**src/hw/rtl/gsce_pkg.sv**
```systemverilog
package gsce_pkg;

    localparam int ATTR_W      = 8;
    localparam int ITEM_W      = 10;
    localparam int CNT_W       = 32;
    localparam int ACC_W       = 48;
    localparam int FRAC_W      = 16;
    localparam int DIV_STEPS   = FRAC_W + 1;
    localparam int STEP_W      = $clog2(DIV_STEPS);
    localparam int MATCH_W     = $clog2(ATTR_W + 1);
    localparam int S_TDATA_W   = 88;
    localparam int M_TDATA_W   = 48;
    localparam int M_TUSER_W   = 2;

    typedef enum logic [1:0] {
        ST_ACCUM,
        ST_LOAD,
        ST_DIV,
        ST_OUT
    } gsce_state_t;

    typedef struct packed {
        logic acc_en;
        logic load;
        logic step;
        logic first;
    } gsce_cmd_t;

    function automatic logic [MATCH_W-1:0] bit_count(input logic [ATTR_W-1:0] v);
        logic [MATCH_W-1:0] n;
        n = '0;
        for (int i = 0; i < ATTR_W; i++) begin
            n = n + MATCH_W'(v[i]);
        end
        return n;
    endfunction

endpackage

```
**src/hw/rtl/gsce_ctrl.sv**
```systemverilog
module gsce_ctrl
    import gsce_pkg::*;
(
    input  logic      clk,
    input  logic      rst_n,
    input  logic      s_tvalid,
    input  logic      s_tlast,
    input  logic      m_tready,
    output logic      s_tready,
    output logic      m_tvalid,
    output gsce_cmd_t cmd
);

    gsce_state_t       state_reg, state_next;
    logic [STEP_W-1:0] step_reg, step_next;

    always_ff @(posedge clk or negedge rst_n)
    begin
        if (!rst_n)
        begin
            state_reg <= ST_ACCUM;
            step_reg  <= '0;
        end
        else
        begin
            state_reg <= state_next;
            step_reg  <= step_next;
        end
    end

    always_comb
    begin
        state_next = state_reg;
        step_next  = step_reg;
        s_tready   = 1'b0;
        m_tvalid   = 1'b0;
        cmd        = '0;
        case (state_reg)
            ST_ACCUM:
            begin
                s_tready   = 1'b1;
                cmd.acc_en = s_tvalid;
                if (s_tvalid && s_tlast)
                begin
                    state_next = ST_LOAD;
                end
            end
            ST_LOAD:
            begin
                cmd.load   = 1'b1;
                step_next  = '0;
                state_next = ST_DIV;
            end
            ST_DIV:
            begin
                cmd.step  = 1'b1;
                cmd.first = (step_reg == '0);
                if (step_reg == STEP_W'(DIV_STEPS - 1))
                begin
                    state_next = ST_OUT;
                end
                else
                begin
                    step_next = step_reg + 1'b1;
                end
            end
            ST_OUT:
            begin
                m_tvalid = 1'b1;
                if (m_tready)
                begin
                    state_next = ST_ACCUM;
                end
            end
            default:
            begin
                state_next = ST_ACCUM;
            end
        endcase
    end

endmodule

```
**src/hw/rtl/gsce_div.sv**
```systemverilog
module gsce_div
    import gsce_pkg::*;
(
    input  logic              clk,
    input  logic              load,
    input  logic              step,
    input  logic              first,
    input  logic [ACC_W-1:0]  num,
    input  logic [ACC_W-1:0]  den,
    output logic [FRAC_W-1:0] ratio,
    output logic              ratio_valid
);

    logic [ACC_W:0]    rem_reg, rem_next;
    logic [ACC_W-1:0]  den_reg;
    logic [FRAC_W:0]   quo_reg, quo_next;
    logic [ACC_W:0]    rem_shift;
    logic              ge;

    // The first step tests num >= den, which is the saturation bit of the quotient.
    always_comb
    begin
        rem_shift = first ? rem_reg : {rem_reg[ACC_W-1:0], 1'b0};
        ge        = rem_shift >= {1'b0, den_reg};
        rem_next  = ge ? rem_shift - {1'b0, den_reg} : rem_shift;
        quo_next  = {quo_reg[FRAC_W-1:0], ge};
    end

    always_ff @(posedge clk)
    begin
        if (load)
        begin
            rem_reg <= {1'b0, num};
            den_reg <= den;
            quo_reg <= '0;
        end
        else if (step)
        begin
            rem_reg <= rem_next;
            quo_reg <= quo_next;
        end
    end

    assign ratio_valid = (den_reg != '0);
    assign ratio = !ratio_valid   ? '0 :
                   quo_reg[FRAC_W] ? '1 : quo_reg[FRAC_W-1:0];

endmodule

```
**src/hw/rtl/gsce_datapath.sv**
```systemverilog
module gsce_datapath
    import gsce_pkg::*;
(
    input  logic              clk,
    input  logic              rst_n,
    input  gsce_cmd_t         cmd,
    input  logic [ATTR_W-1:0] q_vector,
    input  logic [ITEM_W-1:0] item_index,
    input  logic [ATTR_W-1:0] class_pattern,
    input  logic [CNT_W-1:0]  expected_count,
    input  logic [CNT_W-1:0]  expected_correct,
    input  logic              dina_rule,
    output logic [ITEM_W-1:0] result_item,
    output logic [FRAC_W-1:0] guess,
    output logic [FRAC_W-1:0] slip,
    output logic              guess_valid,
    output logic              slip_valid
);

    logic [ACC_W-1:0]   cnt_non_reg, cor_non_reg, cnt_mas_reg, cor_mas_reg;
    logic [ITEM_W-1:0]  item_reg;
    logic [MATCH_W-1:0] match_cnt, threshold;
    logic               nonmastery;
    logic [ACC_W-1:0]   slip_num;

    always_comb
    begin
        match_cnt  = bit_count(q_vector & class_pattern);
        threshold  = dina_rule ? bit_count(q_vector) : MATCH_W'(1);
        nonmastery = match_cnt < threshold;
    end

    always_ff @(posedge clk or negedge rst_n)
    begin
        if (!rst_n)
        begin
            cnt_non_reg <= '0;
            cor_non_reg <= '0;
            cnt_mas_reg <= '0;
            cor_mas_reg <= '0;
        end
        else if (cmd.load)
        begin
            cnt_non_reg <= '0;
            cor_non_reg <= '0;
            cnt_mas_reg <= '0;
            cor_mas_reg <= '0;
        end
        else if (cmd.acc_en)
        begin
            if (nonmastery)
            begin
                cnt_non_reg <= cnt_non_reg + ACC_W'(expected_count);
                cor_non_reg <= cor_non_reg + ACC_W'(expected_correct);
            end
            else
            begin
                cnt_mas_reg <= cnt_mas_reg + ACC_W'(expected_count);
                cor_mas_reg <= cor_mas_reg + ACC_W'(expected_correct);
            end
        end
    end

    always_ff @(posedge clk)
    begin
        if (cmd.acc_en)
        begin
            item_reg <= item_index;
        end
    end

    // More correct than counted in the mastery group means no slips at all.
    assign slip_num = (cor_mas_reg >= cnt_mas_reg) ? '0 : cnt_mas_reg - cor_mas_reg;

    gsce_div u_guess_div (
        .clk         (clk),
        .load        (cmd.load),
        .step        (cmd.step),
        .first       (cmd.first),
        .num         (cor_non_reg),
        .den         (cnt_non_reg),
        .ratio       (guess),
        .ratio_valid (guess_valid)
    );

    gsce_div u_slip_div (
        .clk         (clk),
        .load        (cmd.load),
        .step        (cmd.step),
        .first       (cmd.first),
        .num         (slip_num),
        .den         (cnt_mas_reg),
        .ratio       (slip),
        .ratio_valid (slip_valid)
    );

    assign result_item = item_reg;

endmodule

```
**src/hw/rtl/guess_slip_class_split_estimator.sv**
```systemverilog
// Guess and slip estimator for one candidate attribute mask (cfg_wdata). Each request carries
// one latent class of a test item; classes are accepted one per cycle while accumulating and
// split into mastery and non-mastery groups by the DINA or DINO rule given in tuser. The
// request marked tlast closes the item: the block then stops accepting while it hands the sums
// to two dividers, runs a bit-per-cycle restoring division and presents the single result,
// and through any output stall, since the result is held until it is taken. guess and slip are
// unsigned Q0.16, truncated and saturated; a valid bit of 0 marks an empty group, whose
// ratio reads 0. Write the mask only while the block is idle.
module guess_slip_class_split_estimator
    import gsce_pkg::*;
(
    input  logic                 clk,
    input  logic                 rst_n,
    input  logic                 cfg_we,
    input  logic [ATTR_W-1:0]    cfg_wdata,
    input  logic                 s_tvalid,
    output logic                 s_tready,
    // item_index[9:0], class_pattern[17:10], expected_count[49:18],
    // expected_correct[81:50], zero fill [87:82]
    input  logic [S_TDATA_W-1:0] s_tdata,
    // dina_rule[0]
    input  logic                 s_tuser,
    input  logic                 s_tlast,
    output logic                 m_tvalid,
    input  logic                 m_tready,
    // result_item[9:0], guess[25:10], slip[41:26], zero fill [47:42]
    output logic [M_TDATA_W-1:0] m_tdata,
    // guess_valid[0], slip_valid[1]
    output logic [M_TUSER_W-1:0] m_tuser
);

    logic [ATTR_W-1:0] q_vector_reg;
    gsce_cmd_t         cmd;
    logic [ITEM_W-1:0] result_item;
    logic [FRAC_W-1:0] guess, slip;
    logic              guess_valid, slip_valid;

    always_ff @(posedge clk or negedge rst_n)
    begin
        if (!rst_n)
        begin
            q_vector_reg <= '0;
        end
        else if (cfg_we)
        begin
            q_vector_reg <= cfg_wdata;
        end
    end

    gsce_ctrl u_ctrl (
        .clk      (clk),
        .rst_n    (rst_n),
        .s_tvalid (s_tvalid),
        .s_tlast  (s_tlast),
        .m_tready (m_tready),
        .s_tready (s_tready),
        .m_tvalid (m_tvalid),
        .cmd      (cmd)
    );

    gsce_datapath u_datapath (
        .clk              (clk),
        .rst_n            (rst_n),
        .cmd              (cmd),
        .q_vector         (q_vector_reg),
        .item_index       (s_tdata[9:0]),
        .class_pattern    (s_tdata[17:10]),
        .expected_count   (s_tdata[49:18]),
        .expected_correct (s_tdata[81:50]),
        .dina_rule        (s_tuser),
        .result_item      (result_item),
        .guess            (guess),
        .slip             (slip),
        .guess_valid      (guess_valid),
        .slip_valid       (slip_valid)
    );

    assign m_tdata = {6'b0, slip, guess, result_item};
    assign m_tuser = {slip_valid, guess_valid};

endmodule

```
**config.mk**
```make
export PLATFORM = sky130hd
export DESIGN_NAME = guess_slip_class_split_estimator
export DESIGN_NICKNAME = d
export VERILOG_FILES = /design/src/hw/rtl/gsce_pkg.sv /design/src/hw/rtl/gsce_ctrl.sv /design/src/hw/rtl/gsce_div.sv /design/src/hw/rtl/gsce_datapath.sv /design/src/hw/rtl/guess_slip_class_split_estimator.sv
export SDC_FILE = /design/constraint.sdc
export NUM_CORES = 1
export LEC_CHECK = 0
export ABC_AREA = 1
export BUFFER_PORTS_ARGS = -buffer_cell sky130_fd_sc_hd__buf_2
export CORE_UTILIZATION = 46
export DETAILED_ROUTE_END_ITERATION = 6
export RECOVER_POWER = 50
export REMOVE_ABC_BUFFERS = 1
export SLEW_MARGIN = 10
export SYNTH_ARGS = -nofsm -noshare
export SYNTH_HDL_FRONTEND = slang
export SYNTH_SLANG_ARGS = --single-unit
```
**constraint.sdc**
```tcl
create_clock -name clk -period 4.05 [get_ports clk]
set_input_delay 0.2025 -clock clk [delete_from_list [all_inputs] [get_ports clk]]
set_output_delay 0.2025 -clock clk [all_outputs]
set_load 0.03 [all_outputs]
```
# Yosys cells after proc, flatten, opt, wreduce, memory -nomap -nowiden
# Cells that the tools add are included.
classes:
  add_sub_neg: 22
  order_cmp: 4
  n_eq_ne: 9
  mux: 37
  bitwise_logic: 1
  n_reduce_logical: 13
op_table:
  columns: ["operator", "count"]
  rows:
  - ["$mux W48", 17]
  - ["$mux W49", 4]
  - ["$add A48 B32 Y48", 4]
  - ["$ge A49 B48 Y1", 2]
  - ["$sub A49 B48 Y49", 2]
  - ["$reduce_bool A48 Y1", 2]
  - ["$mux W16", 4]
  - ["$add A4 B1 Y4", 12]
  - ["$ge A48 B48 Y1", 1]
  - ["$sub A48 B48 Y48", 1]
  - ["$pmux W5 S2", 1]
  - ["$and A8 B8 Y8", 1]
  - ["$mux W2", 4]
  - ["$pmux W2 S4", 1]
  - ["$reduce_bool A2 Y1", 4]
  - ["$ne A2 B2 Y1 const B", 3]
  - ["$reduce_and A2 Y1", 3]
  - ["$add A5 B1 Y5 const B", 1]
  - ["$eq A5 B5 Y1 const B", 1]
  - ["$logic_not A5 Y1", 1]
  - ["$mux W5", 1]
  - ["$add A1 B1 Y2", 2]
  - ["$eq A2 B2 Y1 const B", 2]
  - ["$lt A4 B4 Y1", 1]
  - ["other kinds (7)", 11]
totals:
  regBits: 445
  in_bits: 103
  output_inout_bits: 52

# Depth between registers and ports, before layout
# Gate-level depths: netlist of the first run.
logic_depth:
  depth_word: 12
  depth_mapped: 27
  ltp_nobuf: 24

# Cells and area by module
# A second synthesis of the first run with hierarchy kept.
unflattened:
  hier_cells: 7626
  area_unflattened_um2: 45502.4
by_module_without_submodules:
  columns: ["mod", "n_inst", "cells_each", "area_each_um2", "seq_area_each_um2"]
  rows:
  - ["gsce_datapath", 1, 4170, 24031.8, 5104.9]
  - ["gsce_div at u_datapath.u_slip_div", 1, 1673, 10308.6, 3243.1]
  - ["gsce_div at u_datapath.u_guess_div", 1, 1675, 10277.4, 3243.1]
  - ["gsce_ctrl", 1, 65, 515.5, 175.2]
  - ["guess_slip_class_split_estimator", 1, 43, 369.1, 200.2]

# Least setup slack after synthesis of the first run
# Ideal clock, no wire load.
synth_timing:
  path_type: "register to register"
  startpoint: "register q_vector_reg[0]"
  endpoint: "register u_datapath.cnt_non_reg[41]"
  setup_ns: 0.119
  arrival_time_ns: 4.084
  required_time_ns: 3.931
  setup_slack_ns: -0.153
  stages_incl_launch_ff: 24
  path_buffers: 1
  synth_period_minus_slack_ns: 4.203
  path_cell_list: "dfrtp_1 -> nand2_1 -> inv_1 -> ha_1 -> inv_1 -> fa_1 -> inv_1 -> fa_1 -> fa_1 -> inv_1 -> fa_1 -> inv_1 -> ha_1 -> inv_1 -> o21bai_1 -> nand3_1 -> nand3_1 -> nand2_1 -> inv_2 -> buf_2 -> nor2_1 -> nand3_1 -> nand2_1 -> nor2_1"
synth_via:
  elab_chain_len: 11
synth_lines:
  columns: ["item", "line", "text"]
  rows:
  - ["start: declaration", "guess_slip_class_split_estimator.sv:32", "logic [ATTR_W-1:0] q_vector_reg;"]
  - ["start signal: assignment", "guess_slip_class_split_estimator.sv:46", "q_vector_reg <= cfg_wdata;"]
  - ["$and A8 B8 Y8 or $add A1 B1 Y2 (tied branches)", "gsce_datapath.sv:28, gsce_pkg.sv:33", null]
  - ["$add A1 B1 Y2 or $add A4 B1 Y4 (tied branches)", "gsce_pkg.sv:33", "n = n + MATCH_W'(v[i]);"]
  - ["$add A4 B1 Y4 (5 in series)", "gsce_pkg.sv:33", null]
  - ["$add A4 B1 Y4 or $mux W4 (tied branches)", "gsce_pkg.sv:33, gsce_datapath.sv:29", null]
  - ["$lt A4 B4 Y1 (*)", "gsce_datapath.sv:30", "nonmastery = match_cnt < threshold;"]
  - ["$reduce_bool A2 Y1 (no source line) (*)", null, null]
  - ["$reduce_and A2 Y1 (no source line) (*)", null, null]
  - ["end signal: assignment", "gsce_datapath.sv:53", "cnt_non_reg <= cnt_non_reg + ACC_W'(expected_count);"]
  - ["end: declaration", "gsce_datapath.sv:20", "logic [ACC_W-1:0] cnt_non_reg, cor_non_reg, cnt_mas_reg, cor_mas_reg;"]
# Every way passes the cells marked *; elsewhere a longest branch is shown, timed or not.
# A chain may end at the register's enable or synchronous reset.

# Worst setup path in the final report of the first run
layout_timing:
  startpoint: "register q_vector_reg[1]"
  endpoint: "register u_datapath.cnt_non_reg[41]"
# The elaborated chain is that of the path after synthesis.

==> results of run 1 <==
-- tightest hold or removal path: stages --
cell,delay [ns]
buf_2,0.19
ha_1,0.17
nand2_1,0.05
o21ai_0,0.05
-- final cells by class --
cell class	instances	area [µm²]	area share [%]
Sequential cell	445	12000	23.5
Clock inverter	32	226	0.444
Timing Repair Buffer	442	3990	7.82
Clock buffer	70	1490	2.93
Multi-Input combinational cell	5274	27200	53.3
Timing Repair inverter	1	30.0	0.0589
Tap cell	1254	1570	3.08
Inverter	1197	4530	8.89
-- cells by family after synthesis --
group / Yosys count / synth area share [%]
AO/OA/AOI/OAI: 949 / 11.6
XOR/XNOR: 106 / 2.15
adder cells (fa/ha/maj): 302 / 9.01
buffers and inverters: 1347 / 12.1
flip-flops: 445 / 27.7
multiplexers: 4 / 0.104
other: 1 / 0.00868
AND/OR/NAND/NOR: 3906 / 37.3
-- metal layers --
| layer | part of all wire, % | GRT usage (%) |
|---|---|---|
| met1 | 45 | 53.4 |
| met2 | 42 | 55.4 |
| met3 | 9.3 | 6.68 |
| met4 | 4.1 | 14.3 |
| met5 | 0 | 0 |
-- layout by cell type, fill, tap and decap left out, drive strengths merged, types with 2 or more instances in the layout --
cell / synthesis / routed
nor3: 78 / 78
nand4: 200 / 200
fa: 15 / 15
o21ai: 421 / 421
dfxtp: 36 / 36
buf: 69 / 350
clkinv: 2 / 26
a21o: 27 / 27
nor2: 884 / 884
inv: 1195 / 1200
edfxtp: 202 / 202
a22oi: 2 / 2
nand3: 409 / 409
ha: 287 / 287
nor3b: 2 / 2
dfrtp: 207 / 207
a32o: 2 / 2
a21oi: 396 / 396
a21boi: 7 / 7
nor4: 29 / 29
dlygate4sd3: 0 / 35
o21bai: 20 / 20
xor2: 33 / 33
nand2: 2248 / 2249
or2: 26 / 26
o22ai: 25 / 25
a22o: 7 / 7
clkinvlp: 0 / 3
a31oi: 29 / 29
nand3b: 18 / 18
clkbuf: 81 / 127
o21a: 11 / 11
mux2: 4 / 4
xnor2: 73 / 73
conb: 1 / 6
and2: 10 / 10
-- power by group through the flow --
stage	combinational, mW	sequential, mW	clock [mW]
3_3_place_gp	35.8	8.56	0
6_report	40.0	8.62	4.80
5_1_grt	44.0	8.70	5.02
4_1_cts	37.5	8.51	4.87
3_5_place_dp	36.0	8.59	0
2_1_floorplan	23.8	8.07	0
-- per-stage QoR --
| step | total power, mW | util (%) |
|---|---|---|
| 2_1_floorplan | 31.9 | - |
| 3_3_place_gp | 44.4 | 50.0 |
| 3_5_place_dp | 44.6 | 50.0 |
| 4_1_cts | 50.8 | 53.3 |
| 5_1_grt | 57.7 | 54.7 |
| 6_report | 53.4 | 54.7 |
-- final timing paths --
path	slack, ns	to	start	cells after the start
setup reg to reg	-0.42	u_datapath.cnt_non_reg[41]	q_vector_reg[1]	25
setup / recovery	-0.42	u_datapath.cnt_non_reg[41]	q_vector_reg[1]	25
hold / removal	0.06	u_datapath.cnt_mas_reg[0]	s_tdata[18]	4
max in group asynchronous	0.57	u_datapath.cnt_non_reg[45]	rst_n	3
min in group asynchronous	1.31	q_vector_reg[0]	rst_n	2
hold reg to reg	0.47	u_datapath.u_slip_div.quo_reg[4]	u_datapath.u_slip_div.quo_reg[3]	2
-- what timing repair did --
item,in CTS,in global routing
hold endpoints to repair,96,0
setup buffers,14,33
pin swaps,29,70
endpoints found under the setup margin,192,273
gates resized for setup,218,265
cloned,11,19
hold buffers,35,0
==> flow_summary_export.csv, run 1 <==
group,metric,value,unit
run_status,status,"finished with violations",
run_status,violations,"capacitance limit, slew limit, setup timing",
cts,cts_tree,"built",
setup_path,critical_path.max_fanout,6,
power_and_ir_drop,vdd_ir_drop_max,546,µV
synthesis,yosys_register_bits,445,
sta,drv_slew,62,
setup_path,required,4.64,ns
synthesis,syn_area_per_cell,6.12,µm²
layout,drive_gt1_share,10.0,%
floorplan,start_util,46.4,%
detailed_routing,dr.pass1.iters,6,
layout,fin_cells,8715,
cts,numClockSinks,445,
synthesis,synth_most_common_cell,"nand2_1",
place,dp_cells,8509,
hold_path,hold_class,"input port to flip-flop",
power_and_ir_drop,swShare,55.6,%
layout,nNetsFinal,7820,
cts,clk_pin_slew,0.07,ns
sta,fin_ws,-0.419,ns
global_routing,antenna_found_initial,0,
place,port_buffers,142,
sta,hold_violations,0,
setup_path,cp.arrival,5.06,ns
sta,worst_pin_slew,3.56,ns
synthesis,synth_top_area_share,19.5,%
detailed_routing,wl_per_cell,21.0,µm
synthesis,yosys_warnings,0,
setup_path,worst-setup-path-type,"flip-flop to flip-flop",
sta,finalSetupViolCount,192,
global_routing,gr-total-overflow,0,
layout,final_area,51000,µm²
power_and_ir_drop,p_per_area,1050,nW/µm²
floorplan,rows,112,
floorplan,die_width,308,µm
sta,timing.fmax,0.224,GHz
setup_path,crit_family,"adder cells",
place,hpwlAfterDp,150000,µm
cts,h-tree-depth,2,
setup_path,cp-end-kind,"flip-flop",
cts,worstSkewPairLatency,0.66,ns
power_and_ir_drop,switchingPower,29.7,mW
cts,clock_path_buffers,3,
power_and_ir_drop,internal-power,23.7,mW
setup_path,critPathMaxStageDelay,0.50,ns
power_and_ir_drop,p_leak,26.4,nW
place,place_ws,-0.635,ns
sta,rsz0062_at_grt,"yes",
sta,finalSetupTns,-60.67,ns
layout,fill_cells,9675,
power_and_ir_drop,p_comb_share,74.9,%
power_and_ir_drop,seqPwrFrac,16.1,%
synthesis,ys_top_cells_by_count,"nand2_1, inv_1, nor2_1, o21ai_0, nand3_1",
global_routing,grt_max_degree,83,
setup_path,critPathBufInv,10,
setup_path,cp_slowest_cell,"fa_1",
floorplan,die_area,95200,µm²
power_and_ir_drop,clock_power_share,9.0,%
global_routing,grt_pass1_vias,43655,
job,maxCapViolCount,1,
synthesis,synthFlopType,"dfrtp_1",
synthesis,netlist_instances,7060,
floorplan,ios,155,
sta,holdWs,0.0579,ns
detailed_routing,vias,47690,
global_routing,grt_pass1_wl,266000,µm
detailed_routing,routed_wl,183000,µm
synthesis,netlist_area,43200,µm²
floorplan,core,93200,µm²
synthesis,ys_top_cells_by_area,"nand2_1, edfxtp_1, dfrtp_1",
layout,diodes,0,
cts,cts_buffers,54,
sta,slew_headroom,-138,%
place,gp_congestion,1.03,
synthesis,synth_edf_count,202,
synthesis,synth_seq_area_share,27.7,%
detailed_routing,ant_nets,0,
detailed_routing,vias_per_cell,5.47,
setup_path,worstSetupStartpointType,"flip-flop",
sta,period_share,110,%
sta,fin_skew,0.0349,ns
detailed_routing,drtIter0Drc,4946,
sta,min_period,4.47,ns
synthesis,synth.distinct_cells,50,
global_routing,grt_usage,37.3,%
synthesis,synth_top_cell_by_area,"nand2_1",
cts,root_buffer,"clkbuf_16",
floorplan,dieHeight,308,µm
place,place_area,46600,µm²
layout,area_growth,18.1,%
detailed_routing,drc_errors,0,
synthesis,async_reset_ff_share,46.5,%
(Power assumes the default switching activity.)
==> run 2, diff against run 1 <==
- clock period: 4.05 -> 4.3 ns (I/O delays scaled with it)
==> flow_summary_export.csv, run 2 (same netlist as run 1, synthesis figures left out) <==
group,metric,value,unit
run_status,status,"finished with violations",
run_status,violations,"capacitance limit, slew limit, setup timing",
layout,fin_cells,8567,
setup_path,cp_slowest_cell,"fa_1",
detailed_routing,vias,46966,
setup_path,worst-setup-path-type,"flip-flop to flip-flop",
global_routing,grt_pass1_vias,42945,
layout,nNetsFinal,7673,
detailed_routing,drtIter0Drc,5011,
global_routing,grt_pass1_wl,261000,µm
setup_path,worstSetupStartpointType,"flip-flop",
cts,clock_path_buffers,3,
layout,drive_gt1_share,6.95,%
floorplan,dieHeight,308,µm
hold_path,whs_endpoint,"u_datapath.cnt_non_reg[0]",
place,place_area,45800,µm²
setup_path,critPathMaxStageDelay,0.49,ns
detailed_routing,dr.pass1.iters,6,
floorplan,start_util,46.4,%
hold_path,worstHoldPathCells,3,
cts,cts_buffers,54,
power_and_ir_drop,p_per_area,973,nW/µm²
setup_path,reg2reg_depth,24,
global_routing,grt_max_degree,111,
sta,drv_slew,161,
floorplan,die_area,95200,µm²
place,gp_congestion,1.02,
global_routing,antenna_found_initial,1,
floorplan,rows,112,
sta,timing.fmax,0.230,GHz
cts,cts_tree,"built",
setup_path,reg2reg_from,"q_vector_reg[1]",
sta,min_period,4.36,ns
power_and_ir_drop,p_leak,25.3,nW
floorplan,ios,155,
sta,rsz0062_at_grt,"yes",
cts,worstSkewPairLatency,0.67,ns
floorplan,die_width,308,µm
place,hpwlAfterDp,148000,µm
cts,clk_pin_slew,0.07,ns
layout,finish.utilization,52.3,%
sta,worst_pin_slew,2.09,ns
sta,slew_headroom,-39.5,%
setup_path,r2r-end,"u_datapath.cnt_non_reg[45]",
hold_path,hold_class,"input port to flip-flop",
layout,final_area,48800,µm²
setup_path,cp-end-kind,"flip-flop",
global_routing,grt_usage,36.7,%
setup_path,required,4.82,ns
layout,area_growth,12.9,%
layout,final_cell_mix,"nand2_1, inv_1, nor2_1, nand3_1, a21oi_1",
detailed_routing,vias_per_cell,5.48,
sta,fin_ws,-0.0572,ns
detailed_routing,ant_nets,0,
hold_path,hp-start,"s_tdata[18]",
job,maxCapViolCount,2,
setup_path,rrSetupSlack,-0.06,ns
sta,hold_violations,0,
detailed_routing,drc_errors,0,
power_and_ir_drop,vdd_ir_drop_max,662,µV
sta,finalSetupTns,-1.64,ns
power_and_ir_drop,p_total,47.4,mW
cts,numClockSinks,445,
detailed_routing,routed_wl,178000,µm
floorplan,core,93200,µm²
place,dp_cells,8408,
global_routing,gr-total-overflow,0,
layout,final_common_cell,"nand2_1",
setup_path,cp_cell_sequence,"buf_4 > ha_4 > inv_2 > fa_1 > fa_1 > inv_1 > fa_2 > inv_2 > fa_1 > inv_1 > nand2_1 > ha_1 > inv_1 > o21bai_1 > nand3_2 > buf_4 > nand3_4 > nand2_4 > buf_6 > nand2_2 > nor2_2 > nand3_1 > nand2_1 > nor2_1",
cts,h-tree-depth,2,
detailed_routing,wl_per_cell,20.8,µm
setup_path,cp.arrival,4.87,ns
place,port_buffers,142,
sta,fin_skew,0.0527,ns
cts,root_buffer,"clkbuf_16",
sta,finalSetupViolCount,78,
sta,period_share,101,%
setup_path,critical_path.max_fanout,4,
[run 2: cell count changes in the layout (fill, tap and decap cells not counted), sizes merged]
cell,delta
dlygate4sd3,-1
buf,-133
bufinv,+5
clkbuf,-8
inv,-2
diode,+1
clkinv,-9
nand2,-1
[run 2: area by class of cell]
class / count / area [µm²]
fill: 9834 / 44400
multi-input combinational: 5273 / 26600
sequential: 445 / 12000
inverter: 1197 / 4510
timing repair buffer: 297 / 2280
tap: 1254 / 1570
clock buffer: 73 / 1500
clock inverter: 27 / 343
antenna: 1 / 2.50
[run 2: what timing repair did]
item | 4_1_cts | 5_1_grt
hold buffers | 34 | 0
endpoints found under the hold margin | 92 | 0
buffers inserted | 2 | 17
pin swaps | 14 | 24
gates cloned | 0 | 7
gates resized for setup | 60 | 147
endpoints found under the setup margin | 193 | 290
[run 2: how the worst max path moves through the flow]
stage                                   start                          to  slack (ns)
final                         q_vector_reg[1]  u_datapath.cnt_non_reg[45]       -0.06
after global routing          q_vector_reg[1]  u_datapath.cnt_non_reg[44]       -0.28
after CTS                     q_vector_reg[1]  u_datapath.cor_mas_reg[14]       -0.02
after detailed placement      q_vector_reg[0]   u_datapath.cnt_non_reg[2]       -0.45
after global placement        q_vector_reg[0]  u_datapath.cnt_non_reg[17]       -0.40
after floorplan           u_ctrl.state_reg[1]  u_datapath.cnt_non_reg[40]       -5.90
[run 2: where the power goes]
part | leakage [nW] | switching (mW) | internal [mW]
logic | 19.4 | 23.6 | 10.9
clock network | 0.899 | 1.99 | 2.82
registers | 5.08 | 1.31 | 6.83
total | 25.3 | 26.8 | 20.6
[run 2: through the flow]
step,hold WS (ns),worst slack (ns)
finish,0.0280,-0.0572
global route,0.0353,-0.285
CTS,0.000387,-0.0206
detailed placement,0.234,-0.449
global placement,0.237,-0.402
floorplan,-0.0806,-5.90
[run 2: critical path, delay by kind of cell, from the launching register on]
kind	cells	cell delay [ns]
AOI/OAI and AO/OA	1	0.08
DFF	1	0.38
and+or+nand+nor	9	0.90
buffers and inverters	8	0.68
adders and majority gates	6	2.19
[run 2: routing by layer]
| metal | global-route usage [%] | part of all wire, % | vias to the layer above |
|---|---|---|---|
| met2 | 54.7 | 42 | 2028 |
| met3 | 6.34 | 9.3 | 280 |
| met5 | 0 | 0 | - |
| met4 | 13.2 | 4.0 | 0 |
| met1 | 52.9 | 45 | 21645 |
| li1 | - | - | 23013 |
